[src/hdl/cphp_pkg.sv]
// Shared definitions for the cookie header pair parser.
// Holds the parse phase type, character and prefix codes, and the result record.
// No dependencies; the top level and the checker import this package.
package cphp_pkg;

   localparam int MAX_HEADER_BYTES_DEF   = 4096;
   localparam int MAX_SESSION_DIGITS_DEF = 16;

   // Field widths of one result beat.
   localparam int OFFSET_W = 12;
   localparam int LENGTH_W = 13;
   localparam int BCD_W    = 64;
   localparam int COUNT_W  = 5;

   // Characters the parser reacts to.
   localparam logic [7:0] CH_SPACE     = 8'h20;
   localparam logic [7:0] CH_TAB       = 8'h09;
   localparam logic [7:0] CH_SEMI      = 8'h3B;
   localparam logic [7:0] CH_EQUALS    = 8'h3D;
   localparam logic [7:0] CH_QUOTE     = 8'h22;
   localparam logic [7:0] CH_BACKSLASH = 8'h5C;
   localparam logic [7:0] CH_ZERO      = 8'h30;
   localparam logic [7:0] CH_NINE      = 8'h39;

   // Progress of the SID= match: 0 to 3 are bytes matched so far.
   localparam logic [2:0] PREFIX_START = 3'd0;
   localparam logic [2:0] PREFIX_DONE  = 3'd4;
   localparam logic [2:0] PREFIX_FAIL  = 3'd7;

   typedef enum logic [5:0] {
      PH_SKIP     = 6'b000001,
      PH_LABEL    = 6'b000010,
      PH_AFTER_EQ = 6'b000100,
      PH_QUOTED   = 6'b001000,
      PH_ESCAPE   = 6'b010000,
      PH_VALUE    = 6'b100000
   } phase_type;

   typedef struct packed {
      logic [OFFSET_W-1:0] pair_offset;
      logic [LENGTH_W-1:0] pair_length;
      logic                value_quoted;
      logic                is_session_id;
      logic [BCD_W-1:0]    session_digits_bcd;
      logic [COUNT_W-1:0]  session_digit_count;
      logic                session_too_long;
      logic                header_too_long;
   } result_type;

   // The n-th character of the text SID=.
   function automatic logic [7:0] sid_char(input logic [1:0] n);
      logic [7:0] c;
      case (n)
         2'd0:    c = 8'h53;
         2'd1:    c = 8'h49;
         2'd2:    c = 8'h44;
         default: c = CH_EQUALS;
      endcase
      return c;
   endfunction

endpackage

[src/hdl/cphp_if.sv]
// Valid/ready channel interfaces of the cookie header pair parser.
// One interface carries header bytes in, the other carries pair results out.
// Depends on nothing; field widths follow the block's fixed field list.
interface cphp_req_if;
   logic       valid;
   logic       ready;
   logic [7:0] header_byte;
   logic       final_byte;

   modport source (output valid, output header_byte, output final_byte, input ready);
   modport sink   (input valid, input header_byte, input final_byte, output ready);
endinterface

interface cphp_rsp_if;
   logic        valid;
   logic        ready;
   logic [11:0] pair_offset;
   logic [12:0] pair_length;
   logic        value_quoted;
   logic        is_session_id;
   logic [63:0] session_digits_bcd;
   logic [4:0]  session_digit_count;
   logic        session_too_long;
   logic        header_too_long;

   modport source (output valid, output pair_offset, output pair_length,
                   output value_quoted, output is_session_id,
                   output session_digits_bcd, output session_digit_count,
                   output session_too_long, output header_too_long, input ready);
   modport sink   (input valid, input pair_offset, input pair_length,
                   input value_quoted, input is_session_id,
                   input session_digits_bcd, input session_digit_count,
                   input session_too_long, input header_too_long, output ready);
endinterface

[src/hdl/cookie_header_pair_parser.sv]
// Top level of the cookie header pair parser.
// Depends on cphp_pkg and the channel interfaces in cphp_if.sv.
//
// The parser takes an HTTP cookie header one byte per beat on the request
// channel, with final_byte marking the last byte of a header, and gives one
// beat on the response channel for each label=value pair it finds. Spaces,
// tabs and semicolons between pairs are skipped; the label runs to the first
// equals sign, a double-quoted value runs to its closing quote with backslash
// escapes, and a pair ends at a semicolon or at the end of the header. Each
// response gives the pair's offset and length, whether the value was quoted,
// whether the pair begins with SID=, and the leading decimal digits after
// SID= in BCD with a count and an overflow flag. The block takes one byte
// every clock: the parse state updates in the cycle a byte is accepted and
// the result lands in the output register, visible on the response channel
// in the cycle after the byte that closed the pair. The request side stalls
// only while a held result is not taken, since the single output register
// is the only buffering. After a final byte the parse state returns to its
// reset value, so the next byte starts a new header at position zero. Byte
// positions saturate at MAX_HEADER_BYTES, and header_too_long then flags
// the pairs that reach that limit.
module cookie_header_pair_parser #(
   parameter int MAX_HEADER_BYTES   = cphp_pkg::MAX_HEADER_BYTES_DEF,
   parameter int MAX_SESSION_DIGITS = cphp_pkg::MAX_SESSION_DIGITS_DEF
) (
   input logic          clock,
   input logic          reset,
   cphp_req_if.sink     req_chan,
   cphp_rsp_if.source   rsp_chan
);
   import cphp_pkg::*;

   // The position counter has to hold the saturation value itself.
   localparam int PW = $clog2(MAX_HEADER_BYTES + 1);
   localparam int SW = $clog2(MAX_HEADER_BYTES);
   localparam int LW = (PW > LENGTH_W) ? PW : LENGTH_W;
   localparam int OW = (SW > OFFSET_W) ? SW : OFFSET_W;

   // Parse state.
   phase_type          phase_ff,    phase_in;
   logic [PW-1:0]      pos_ff,      pos_in;
   logic [SW-1:0]      start_ff,    start_in;
   logic [2:0]         prefix_ff,   prefix_in;
   logic               capture_ff,  capture_in;
   logic [BCD_W-1:0]   acc_ff,      acc_in;
   logic [COUNT_W-1:0] count_ff,    count_in;
   logic               overflow_ff, overflow_in;
   logic               quote_ff,    quote_in;
   logic               sat_ff,      sat_in;

   // Output register.
   logic               rsp_valid_ff, rsp_valid_in;
   result_type         result_ff,    result_in;

   logic [7:0]         b;
   logic               fin;
   logic               req_fire;
   logic               at_limit;
   logic [PW-1:0]      pos_step;
   logic               feed_pair;
   logic               ends_here;
   logic               emit;
   logic [PW-1:0]      end_pos;
   logic [LW-1:0]      length_full;
   logic [OW-1:0]      offset_full;

   assign b        = req_chan.header_byte;
   assign fin      = req_chan.final_byte;
   assign req_fire = req_chan.valid && req_chan.ready;

   // A new byte is taken whenever the output register is free or being emptied.
   assign req_chan.ready = !rsp_valid_ff || rsp_chan.ready;

   // Positions stop counting at the limit; a byte there counts as at the limit.
   assign at_limit = (pos_ff == PW'(MAX_HEADER_BYTES));
   assign pos_step = at_limit ? pos_ff : pos_ff + PW'(1);

   always_comb begin
      phase_in    = phase_ff;
      start_in    = start_ff;
      prefix_in   = prefix_ff;
      capture_in  = capture_ff;
      acc_in      = acc_ff;
      count_in    = count_ff;
      overflow_in = overflow_ff;
      quote_in    = quote_ff;
      sat_in      = sat_ff || at_limit;
      feed_pair   = 1'b0;
      ends_here   = 1'b0;

      case (phase_ff)
         PH_LABEL: begin
            feed_pair = 1'b1;
            if (b == CH_EQUALS) begin
               phase_in = PH_AFTER_EQ;
            end
         end
         PH_AFTER_EQ: begin
            if (b == CH_SEMI) begin
               ends_here = 1'b1;
            end else begin
               feed_pair = 1'b1;
               if (b == CH_QUOTE) begin
                  quote_in = 1'b1;
                  phase_in = PH_QUOTED;
               end else if (!(b inside {CH_SPACE, CH_TAB})) begin
                  phase_in = PH_VALUE;
               end
            end
         end
         PH_QUOTED: begin
            feed_pair = 1'b1;
            if (b == CH_BACKSLASH) begin
               phase_in = PH_ESCAPE;
            end else if (b == CH_QUOTE) begin
               phase_in = PH_VALUE;
            end
         end
         PH_ESCAPE: begin
            feed_pair = 1'b1;
            phase_in  = PH_QUOTED;
         end
         PH_VALUE: begin
            if (b == CH_SEMI) begin
               ends_here = 1'b1;
            end else begin
               feed_pair = 1'b1;
            end
         end
         default: begin
            // Skipping separators; any other byte opens a new pair.
            if (!(b inside {CH_SPACE, CH_TAB, CH_SEMI})) begin
               prefix_in   = PREFIX_START;
               capture_in  = 1'b0;
               acc_in      = '0;
               count_in    = '0;
               overflow_in = 1'b0;
               quote_in    = 1'b0;
               start_in    = at_limit ? SW'(MAX_HEADER_BYTES - 1) : pos_ff[SW-1:0];
               feed_pair   = 1'b1;
               phase_in    = (b == CH_EQUALS) ? PH_AFTER_EQ : PH_LABEL;
            end else begin
               phase_in = PH_SKIP;
            end
         end
      endcase

      // Pair text goes through the SID= match and then the digit capture.
      if (feed_pair) begin
         if (prefix_in < PREFIX_DONE) begin
            if (b == sid_char(prefix_in[1:0])) begin
               prefix_in = prefix_in + 3'd1;
               if (prefix_in == PREFIX_DONE) begin
                  capture_in = 1'b1;
               end
            end else begin
               prefix_in = PREFIX_FAIL;
            end
         end else if (prefix_in == PREFIX_DONE && capture_in) begin
            if (b inside {[CH_ZERO:CH_NINE]}) begin
               if (count_in < COUNT_W'(MAX_SESSION_DIGITS)) begin
                  acc_in   = {acc_in[BCD_W-5:0], b[3:0]};
                  count_in = count_in + COUNT_W'(1);
               end else begin
                  overflow_in = 1'b1;
               end
            end else begin
               capture_in = 1'b0;
            end
         end
      end

      // A pair ends at its semicolon, or at the final byte once past the sign.
      emit    = ends_here ||
                (fin && (phase_in inside {PH_AFTER_EQ, PH_QUOTED, PH_ESCAPE, PH_VALUE}));
      end_pos = ends_here ? pos_ff : pos_step;

      length_full = LW'(end_pos) - LW'(start_in);
      offset_full = OW'(start_in);

      result_in.pair_offset         = offset_full[OFFSET_W-1:0];
      result_in.pair_length         = length_full[LENGTH_W-1:0];
      result_in.value_quoted        = quote_in;
      result_in.is_session_id       = (prefix_in == PREFIX_DONE);
      result_in.session_digits_bcd  = (prefix_in == PREFIX_DONE) ? acc_in : '0;
      result_in.session_digit_count = (prefix_in == PREFIX_DONE) ? count_in : '0;
      result_in.session_too_long    = (prefix_in == PREFIX_DONE) && overflow_in;
      result_in.header_too_long     = sat_in;

      if (ends_here) begin
         phase_in = PH_SKIP;
      end
      pos_in = pos_step;

      // The end of a header brings everything back to its reset value.
      if (fin) begin
         phase_in    = PH_SKIP;
         pos_in      = '0;
         start_in    = '0;
         prefix_in   = PREFIX_START;
         capture_in  = 1'b0;
         acc_in      = '0;
         count_in    = '0;
         overflow_in = 1'b0;
         quote_in    = 1'b0;
         sat_in      = 1'b0;
      end
   end

   always_comb begin
      if (req_fire && emit) begin
         rsp_valid_in = 1'b1;
      end else if (rsp_chan.ready) begin
         rsp_valid_in = 1'b0;
      end else begin
         rsp_valid_in = rsp_valid_ff;
      end
   end

   always_ff @(posedge clock) begin
      if (reset) begin
         phase_ff     <= PH_SKIP;
         pos_ff       <= '0;
         start_ff     <= '0;
         prefix_ff    <= PREFIX_START;
         capture_ff   <= 1'b0;
         acc_ff       <= '0;
         count_ff     <= '0;
         overflow_ff  <= 1'b0;
         quote_ff     <= 1'b0;
         sat_ff       <= 1'b0;
         rsp_valid_ff <= 1'b0;
      end else begin
         rsp_valid_ff <= rsp_valid_in;
         if (req_fire) begin
            phase_ff    <= phase_in;
            pos_ff      <= pos_in;
            start_ff    <= start_in;
            prefix_ff   <= prefix_in;
            capture_ff  <= capture_in;
            acc_ff      <= acc_in;
            count_ff    <= count_in;
            overflow_ff <= overflow_in;
            quote_ff    <= quote_in;
            sat_ff      <= sat_in;
         end
      end
   end

   always_ff @(posedge clock) begin
      if (req_fire && emit) begin
         result_ff <= result_in;
      end
   end

   assign rsp_chan.valid               = rsp_valid_ff;
   assign rsp_chan.pair_offset         = result_ff.pair_offset;
   assign rsp_chan.pair_length         = result_ff.pair_length;
   assign rsp_chan.value_quoted        = result_ff.value_quoted;
   assign rsp_chan.is_session_id       = result_ff.is_session_id;
   assign rsp_chan.session_digits_bcd  = result_ff.session_digits_bcd;
   assign rsp_chan.session_digit_count = result_ff.session_digit_count;
   assign rsp_chan.session_too_long    = result_ff.session_too_long;
   assign rsp_chan.header_too_long     = result_ff.header_too_long;

endmodule

[src/flat_wrapper.sv]
// flat-port wrapper written by rule: the top's interface ports become plain ports
module cookie_header_pair_parser_flat import cphp_pkg::*;
#(
   parameter int MAX_HEADER_BYTES   = cphp_pkg::MAX_HEADER_BYTES_DEF,
   parameter int MAX_SESSION_DIGITS = cphp_pkg::MAX_SESSION_DIGITS_DEF
)
  (clock, reset, req_chan_valid, req_chan_header_byte, req_chan_final_byte, req_chan_ready, rsp_chan_valid, rsp_chan_pair_offset, rsp_chan_pair_length, rsp_chan_value_quoted, rsp_chan_is_session_id, rsp_chan_session_digits_bcd, rsp_chan_session_digit_count, rsp_chan_session_too_long, rsp_chan_header_too_long, rsp_chan_ready);
  cphp_req_if req_chan_i ();
  cphp_rsp_if rsp_chan_i ();
  input logic clock;
  input logic reset;
  input wire logic [$bits(req_chan_i.valid)-1:0] req_chan_valid;
  input wire logic [$bits(req_chan_i.header_byte)-1:0] req_chan_header_byte;
  input wire logic [$bits(req_chan_i.final_byte)-1:0] req_chan_final_byte;
  output wire logic [$bits(req_chan_i.ready)-1:0] req_chan_ready;
  output wire logic [$bits(rsp_chan_i.valid)-1:0] rsp_chan_valid;
  output wire logic [$bits(rsp_chan_i.pair_offset)-1:0] rsp_chan_pair_offset;
  output wire logic [$bits(rsp_chan_i.pair_length)-1:0] rsp_chan_pair_length;
  output wire logic [$bits(rsp_chan_i.value_quoted)-1:0] rsp_chan_value_quoted;
  output wire logic [$bits(rsp_chan_i.is_session_id)-1:0] rsp_chan_is_session_id;
  output wire logic [$bits(rsp_chan_i.session_digits_bcd)-1:0] rsp_chan_session_digits_bcd;
  output wire logic [$bits(rsp_chan_i.session_digit_count)-1:0] rsp_chan_session_digit_count;
  output wire logic [$bits(rsp_chan_i.session_too_long)-1:0] rsp_chan_session_too_long;
  output wire logic [$bits(rsp_chan_i.header_too_long)-1:0] rsp_chan_header_too_long;
  input wire logic [$bits(rsp_chan_i.ready)-1:0] rsp_chan_ready;
  assign req_chan_i.valid = req_chan_valid;
  assign req_chan_i.header_byte = req_chan_header_byte;
  assign req_chan_i.final_byte = req_chan_final_byte;
  assign req_chan_ready = req_chan_i.ready;
  assign rsp_chan_valid = rsp_chan_i.valid;
  assign rsp_chan_pair_offset = rsp_chan_i.pair_offset;
  assign rsp_chan_pair_length = rsp_chan_i.pair_length;
  assign rsp_chan_value_quoted = rsp_chan_i.value_quoted;
  assign rsp_chan_is_session_id = rsp_chan_i.is_session_id;
  assign rsp_chan_session_digits_bcd = rsp_chan_i.session_digits_bcd;
  assign rsp_chan_session_digit_count = rsp_chan_i.session_digit_count;
  assign rsp_chan_session_too_long = rsp_chan_i.session_too_long;
  assign rsp_chan_header_too_long = rsp_chan_i.header_too_long;
  assign rsp_chan_i.ready = rsp_chan_ready;
  cookie_header_pair_parser #(.MAX_HEADER_BYTES(MAX_HEADER_BYTES), .MAX_SESSION_DIGITS(MAX_SESSION_DIGITS)) u_core (.clock(clock), .reset(reset), .req_chan(req_chan_i), .rsp_chan(rsp_chan_i));
endmodule
[config.mk]
export PLATFORM = sky130hd
export DESIGN_NAME = cookie_header_pair_parser_flat
export DESIGN_NICKNAME = d
export VERILOG_FILES = /design/src/hdl/cphp_pkg.sv /design/src/hdl/cphp_if.sv /design/src/hdl/cookie_header_pair_parser.sv /design/src/flat_wrapper.sv
export SDC_FILE = /design/constraint.sdc
export NUM_CORES = 1
export LEC_CHECK = 0
export ABC_CLOCK_PERIOD_IN_PS = 4059
export BUFFER_PORTS_ARGS = -buffer_cell sky130_fd_sc_hd__buf_4
export CAP_MARGIN = 20
export CORE_MARGIN = 2
export CORE_UTILIZATION = 50
export DETAILED_ROUTE_END_ITERATION = 7
export PLACE_DENSITY = 0.76
export SLEW_MARGIN = 25
export SYNTH_ARGS = -nofsm -noshare
export SYNTH_HDL_FRONTEND = slang
export SYNTH_SLANG_ARGS = --single-unit
[constraint.sdc]
create_clock -name clock -period 4.06 [get_ports clock]
set_input_delay 0.406 -clock clock [delete_from_list [all_inputs] [get_ports clock]]
set_output_delay 0.406 -clock clock [all_outputs]
set_load 0.005 [all_outputs]
==> results of run 1 <==
cell type report:
| cell class | count | area (um^2) | area share (%) |
|---|---|---|---|
| Clock inverter | 8 | 121 | 0.995 |
| Clock buffer | 30 | 599 | 4.91 |
| Tap cell | 265 | 332 | 2.72 |
| Sequential cell | 206 | 5110 | 41.9 |
| Multi-Input combinational cell | 634 | 4490 | 36.8 |
| Inverter | 22 | 85.1 | 0.698 |
| Timing Repair Buffer | 172 | 1460 | 12.0 |
cell usage after synthesis, types with 15 or more instances:
master | count | area share, %
a21o_1 | 15 | 1.1
a21oi_1 | 70 | 3.5
a22o_1 | 62 | 5.4
a22oi_1 | 24 | 1.8
and3_1 | 48 | 3.0
clkbuf_1 | 39 | 1.5
dfxtp_1 | 108 | 21
edfxtp_1 | 98 | 29
ha_1 | 21 | 2.6
inv_1 | 21 | 0.78
nand2_1 | 54 | 2.0
nor2_1 | 79 | 2.9
nor2_4 | 47 | 5.2
o21ai_0 | 24 | 1.2
xnor2_1 | 18 | 1.6
metal layers:
| layer | GRT usage, % | vias up | share of wire, % |
|---|---|---|---|
| li1 | - | 3630 | - |
| met5 | 0 | - | 0 |
| met4 | 5.63 | 0 | 1.6 |
| met1 | 29.0 | 3593 | 46 |
| met3 | 2.35 | 26 | 5.3 |
| met2 | 32.9 | 216 | 47 |
sequential cells by signal, summed over array words and instances, names as in the netlist, 3 cells and up:
signal	flops
u_core.rsp_chan.session_digits_bcd	64
u_core.rsp_chan.pair_length	13
u_core.pos_ff	13
u_core.start_ff	12
u_core.rsp_chan.pair_offset	12
u_core.prefix_ff	3
u_core.phase_ff	6
u_core.count_ff	5
u_core.rsp_chan.session_digit_count	5
u_core.acc_ff	64
report_power, final:
part | internal (mW) | switching (mW)
combinational | 0.0715 | 0.107
clock | 1.22 | 0.775
sequential | 2.17 | 0.00705
total | 3.46 | 0.889
what timing repair did:
item	4_1_cts	5_1_grt
resized for setup	0	18
endpoints found under the hold margin	0	0
buffers inserted	0	2
setup endpoints to repair	0	74
logic make-up (layout without fill, tap and decap cells):
| kind of cell | Yosys count | in the layout | synth area share (%) |
|---|---|---|---|
| muxes | 13 | 13 | 1.32 |
| xor gates and xnor gates | 29 | 29 | 2.52 |
| and+or+nand+nor | 325 | 325 | 19.9 |
| AOI/OAI and AO/OA | 245 | 245 | 17.5 |
| adders and majority gates | 22 | 22 | 2.80 |
| DFF | 206 | 206 | 50.6 |
| buffers and inverters | 91 | 232 | 5.34 |
through the flow:
| stage | power, mW | worst slack, ns | cells |
|---|---|---|---|
| 3_3_place_gp | 2.39 | 0.000731 | 1296 |
| 4_1_cts | 4.38 | 0.0246 | 1334 |
| 2_1_floorplan | 2.34 | 0.0248 | 931 |
| 5_1_grt | 4.47 | -0.00256 | 1337 |
| 3_5_place_dp | 2.39 | -0.0569 | 1296 |
| 6_report | 4.35 | 0.138 | 1337 |
worst max-delay path: cells and delay by family, from the launching register on:
kind / cells / cell delay [ns]
compound gates: 5 / 1.11
simple gates: 5 / 1.30
xor+xnor: 1 / 0.16
buf+inv: 4 / 0.54
flops: 1 / 0.34
fa+ha+maj: 1 / 0.19
worst max-delay path by stage:
| stage | to | slack (ns) | cells past startpoint |
|---|---|---|---|
| floorplan | u_core.rsp_chan.pair_length[12] | 0.02 | 17 |
| global route | u_core.rsp_chan.session_digits_bcd[35] | -0.003 | 16 |
| CTS | u_core.rsp_chan.pair_length[12] | 0.02 | 17 |
| global placement | u_core.rsp_chan.session_digits_bcd[54] | 0.0007 | 15 |
| detailed placement | u_core.rsp_chan.session_digits_bcd[54] | -0.06 | 15 |
| finish | u_core.rsp_chan.session_digits_bcd[34] | 0.14 | 16 |
==> impl_results.md, run 1 <==
- Status: finished clean
- Antenna Cells: 0
- Remaining antenna violation count: 0
- Crit-path max cell delay: 0.53 ns
- Avg WL per Cell: between 15 and 20 um
- Clock buffer count from CTS: 21
- Hold slack: between 0.15 and 0.2 ns
- Count of clock tree sinks: slightly above 200
- Die width: about 150 um
- First drt pass iteration count: 7
- Hpwl dp: approximately 14000 um
- Most frequent CP cell: or4_4
- Fin. max-slew vios: 0
- Post-synth EDFFs: 98
- Initial core utilization: 51.3%
- Remaining DRCs: 0
- Worst skew pair latency: around 0.5 ns
- Cell Pwr Density: about 360 nW/um^2
- Cell Area, Synth: ~10000 um^2
- Via density: 5.58
- Leakage dissipation: about 4.5 nW
- Setup TNS: 0 ns
- Clock transition at the registers of the reported paths: 0.06 ns
- CP arrival: ~4.2 ns
- Hold-critical path endpoint: u_core.acc_ff[2]
- Worst Setup SP: u_core.phase_ff[0]
- Slowest cell on the critical path: or4_4
- Final setup vio count: 0
- Area grow syn2layout: 21.0%
- Synth Register Bits: between 200 and 250
- Library cells used by synthesis: a little under 80
- Crit end category: flip-flop
- Port Buffers: 112
- I/O pins: approximately 110
- Area post-placement: 11400 um^2
- Yosys warnings: 0
- CTS tree: built
- CTS hold repair buffers: 0
- Worst-Margin Slew: about 0.72 ns
- Hold path depth: 2
- Die Span Y: around 150 um
- Final Hold Violating Endpoints: 0
- Worst path required time: 4.30 ns
- Final net count: 1092
- Worst R2R Path Depth: 16
- Flop2flop setup slack: around 0.14 ns
- GRT overflow: 0
- Total vias in the final route: ~7500
- Worst R2R End: u_core.rsp_chan.session_digits_bcd[34]
- Syn_area_per_cell: between 10 and 15 um^2
- Maximum clock path buffer count: 3
- CP Launch Type: flip-flop
- Core Region: 19700 um^2
- Clock H-tree levels: 1
- R2r startpoint: u_core.phase_ff[0]
- Post-Route Skew: between 0.015 and 0.02 ns
- Post-synthesis async set-or-reset flop share: 0%
- Seq/Total Area, Yosys: just over 50%
- Syn_nets: around 970
- Max Cap Viol: 0
- Gate Count Post-Synth: a little over 900
- Rows: 51
- Initial antenna violation count: 0
- Slew margin rel.: 51.3%
- Min-delay worst type: in -> reg
- VDD IR max: around 0.00024 V
- Leading cell types in the layout, fill and taps excluded: 158 x buf_4, 102 x dfxtp_1, 98 x edfxtp_1, 79 x nor2_1, 67 x a21oi_1
- Final RePlAce weighted congestion: between 0.8 and 0.9
- WS Path Type: reg -> reg
- Final Util: between 60 and 70%
- Final Cell Area: ~12000 um^2
- Hold Path Origin: req_chan_header_byte[2]
- Largest net degree at the start of global routing: 99
- First-pass GRT wire length: about 36000 um
- Final WL: roughly 22000 um
- Crit path max fanout: 8
- Most common cell after layout, fill and taps aside: buf_4
- Clock root cell: clkbuf_16
- Layout cells sized above 1: about 29%
- Fill count: about 1600
- Minimum clock period: roughly 4 ns
- Fmax: about 0.25 GHz
- Crit path cell chain: or4_4, o21ba_4, or4_4, and2_4, buf_4, inv_1, ha_2, xor2_1, or4_4, a2111o_1, a21oi_2, o22a_1, o21bai_4, buf_12, buf_12, nor2_4
- Top_reg_cell synth: dfxtp_1
- DRT iter0 DRCs: approximately 580
- GRT Util Overall: around a fifth
- Tcrit/Tclk final: 96.6%
- Number of global-route vias before repair: roughly 7100
- Die area: ~21000 um^2
Note: power is estimated with default switching activity, not from simulation.
==> run 2: changes to the inputs <==
--- a/config.mk
+++ b/config.mk
@@ -8,6 +8,7 @@
 export ABC_CLOCK_PERIOD_IN_PS = 4059
 export BUFFER_PORTS_ARGS = -buffer_cell sky130_fd_sc_hd__buf_4
 export CAP_MARGIN = 20
+export CORE_ASPECT_RATIO = 1.5
 export CORE_MARGIN = 2
 export CORE_UTILIZATION = 50
 export DETAILED_ROUTE_END_ITERATION = 7
==> impl_results.md, run 2 (synthesized netlist as in run 1, its figures left out) <==
- Die area: 21300 um^2
- Final WL: approximately 23000 um
- Via density: 5.72
- Maximum clock path buffer count: 3
- Die width: between 100 and 150 um
- GRT overflow: 0
- Tcrit/Tclk final: 97.7%
- Final setup vio count: 0
- Final Cell Area: around 12000 um^2
- Placed Cells: ~1300
- Rows: 63
- Initial antenna violation count: 0
- Leakage dissipation: ~4.4 nW
- Core Region: between 15000 and 20000 um^2
- Worst Slack Setup Final: about 0.092 ns
- Min-delay worst type: in -> reg
- CTS hold repair buffers: 0
- Initial core utilization: about half
- GRT Util Overall: a little over a fifth
- Fin. max-slew vios: 0
- Die Span Y: about 180 um
- Clock transition at the registers of the reported paths: roughly 0.060 ns
- Max Cap Viol: 0
- First-pass GRT wire length: approximately 36000 um
- Setup Fix Bufs, Post-CTS: 0
- Slew margin rel.: a little over half
- I/O pins: about 110
- CP Launch Type: flip-flop
- Clock H-tree levels: 1
- DRT iter0 DRCs: between 600 and 700
- Setup slack at placement: -0.110 ns
- Leading cell types in the layout, fill and taps excluded: 162 x buf_4, 104 x dfxtp_1, 98 x edfxtp_1, 79 x nor2_1, 67 x a21oi_1
- Final RePlAce weighted congestion: 0.861
- Non-Filler Instances: around 1300
- Layout cells sized above 1: slightly below 30%
- Crit end category: flip-flop
- Largest net degree at the start of global routing: 65
- Minimum clock period: just under 4 ns
- Final Hold Violating Endpoints: 0
- Total vias in the final route: roughly 7600
- Status: finished clean
- Power, Total: approximately 4.3 mW
- Worst-Margin Slew: just over 0.7 ns
- Area post-placement: about 11000 um^2
- Crit path max fanout: 7
- Post-Route Skew: 0.00821 ns
- VDD IR max: 0.000289 V
- Most common cell after layout, fill and taps aside: buf_4
- Count of clock tree sinks: around 200
- Fill count: between 1500 and 2000
- Area grow syn2layout: 20.5%
- First drt pass iteration count: 5
- Number of global-route vias before repair: approximately 7400
- Clock root cell: clkbuf_16
- Fmax: between 0.2 and 0.3 GHz
- Clock buffer count from CTS: 20
- Hold slack: approximately 0.28 ns
- Worst path required time: about 4.3 ns
- Worst skew pair latency: between 0.4 and 0.5 ns
- Avg WL per Cell: 17.6 um
- Hpwl dp: ~15000 um
- Cell Pwr Density: 350 nW/um^2
- Remaining DRCs: 0
- Port Buffers: 112
- CP arrival: approximately 4.2 ns
- Remaining antenna violation count: 0
- WS Path Type: reg -> reg
- CTS tree: built
- Antenna Cells: 0
- Final net count: 1094
[run 2: cell types whose count changed in the layout (fill, tap and decap cells not counted), moves of 2 or more]
cell and delta:
buf_6 +3, clkinv_2 -3, dfxtp_2 -2, buf_12 -5
clkinv_1 +2, dfxtp_1 +2, buf_4 +4
[run 2: layer usage]
layer / vias to the layer above / wire [um] / global-route usage (%)
li1: 3644 / - / -
met1: 3709 / 9380 / 24.5
met2: 212 / 12300 / 38.4
met3: 61 / 987 / 2.70
met4: 0 / 741 / 7.55
met5: - / 0 / 0
[run 2: worst paths after layout]
kind,slack (ns),depth (start not counted),end,startpoint
max,0.09,16,u_core.rsp_chan.session_digits_bcd[43],u_core.phase_ff[3]
max reg2reg,0.09,16,u_core.rsp_chan.session_digits_bcd[43],u_core.phase_ff[3]
min,0.28,3,u_core.rsp_chan.valid,rsp_chan_ready
min reg2reg,0.48,2,u_core.capture_ff,u_core.capture_ff
[run 2: repair_timing]
item                       in CTS  in global routing
cloned                          0                  5
resized for setup               1                 18
setup endpoints to repair       1                 73
pin swaps                       0                  3
[run 2: per-stage QoR]
stage	setup TNS, ns	util, %
floorplan	0	-
global placement	-0.711	57.2
detailed placement	-2.41	57.2
CTS	0	60.6
global route	-1.01	61.4
finish	0	61.4
[run 2: critical path, stage by stage, from the launching register on]
cell	delay [ns]
dfxtp_1	0.36
xor2_1	0.19
a22o_4	0.24
or4_4	0.53
and2_4	0.19
buf_4	0.14
inv_1	0.06
ha_2	0.19
xor2_1	0.08
or4_4	0.42
buf_4	0.17
nor4b_4	0.21
mux2_4	0.18
o22a_1	0.19
o21bai_4	0.26
clkbuf_16	0.27
nor2_4	0.05
[run 2: area by class of cell]
| type | instances | area, um^2 | area share (%) |
|---|---|---|---|
| Sequential cell | 206 | 5110 | 42.0 |
| Multi-Input combinational cell | 635 | 4530 | 37.3 |
| Timing Repair Buffer | 174 | 1430 | 11.8 |
| Clock buffer | 30 | 589 | 4.85 |
| Tap cell | 260 | 325 | 2.68 |
| Inverter | 22 | 85.1 | 0.700 |
| Clock inverter | 6 | 83.8 | 0.690 |
[run 2: report_power, final]
part	switching, mW	leakage, nW	internal (mW)
sequential	0.00641	1.65	2.17
combinational	0.112	2.47	0.0714
clock	0.763	0.323	1.13
total	0.882	4.44	3.37
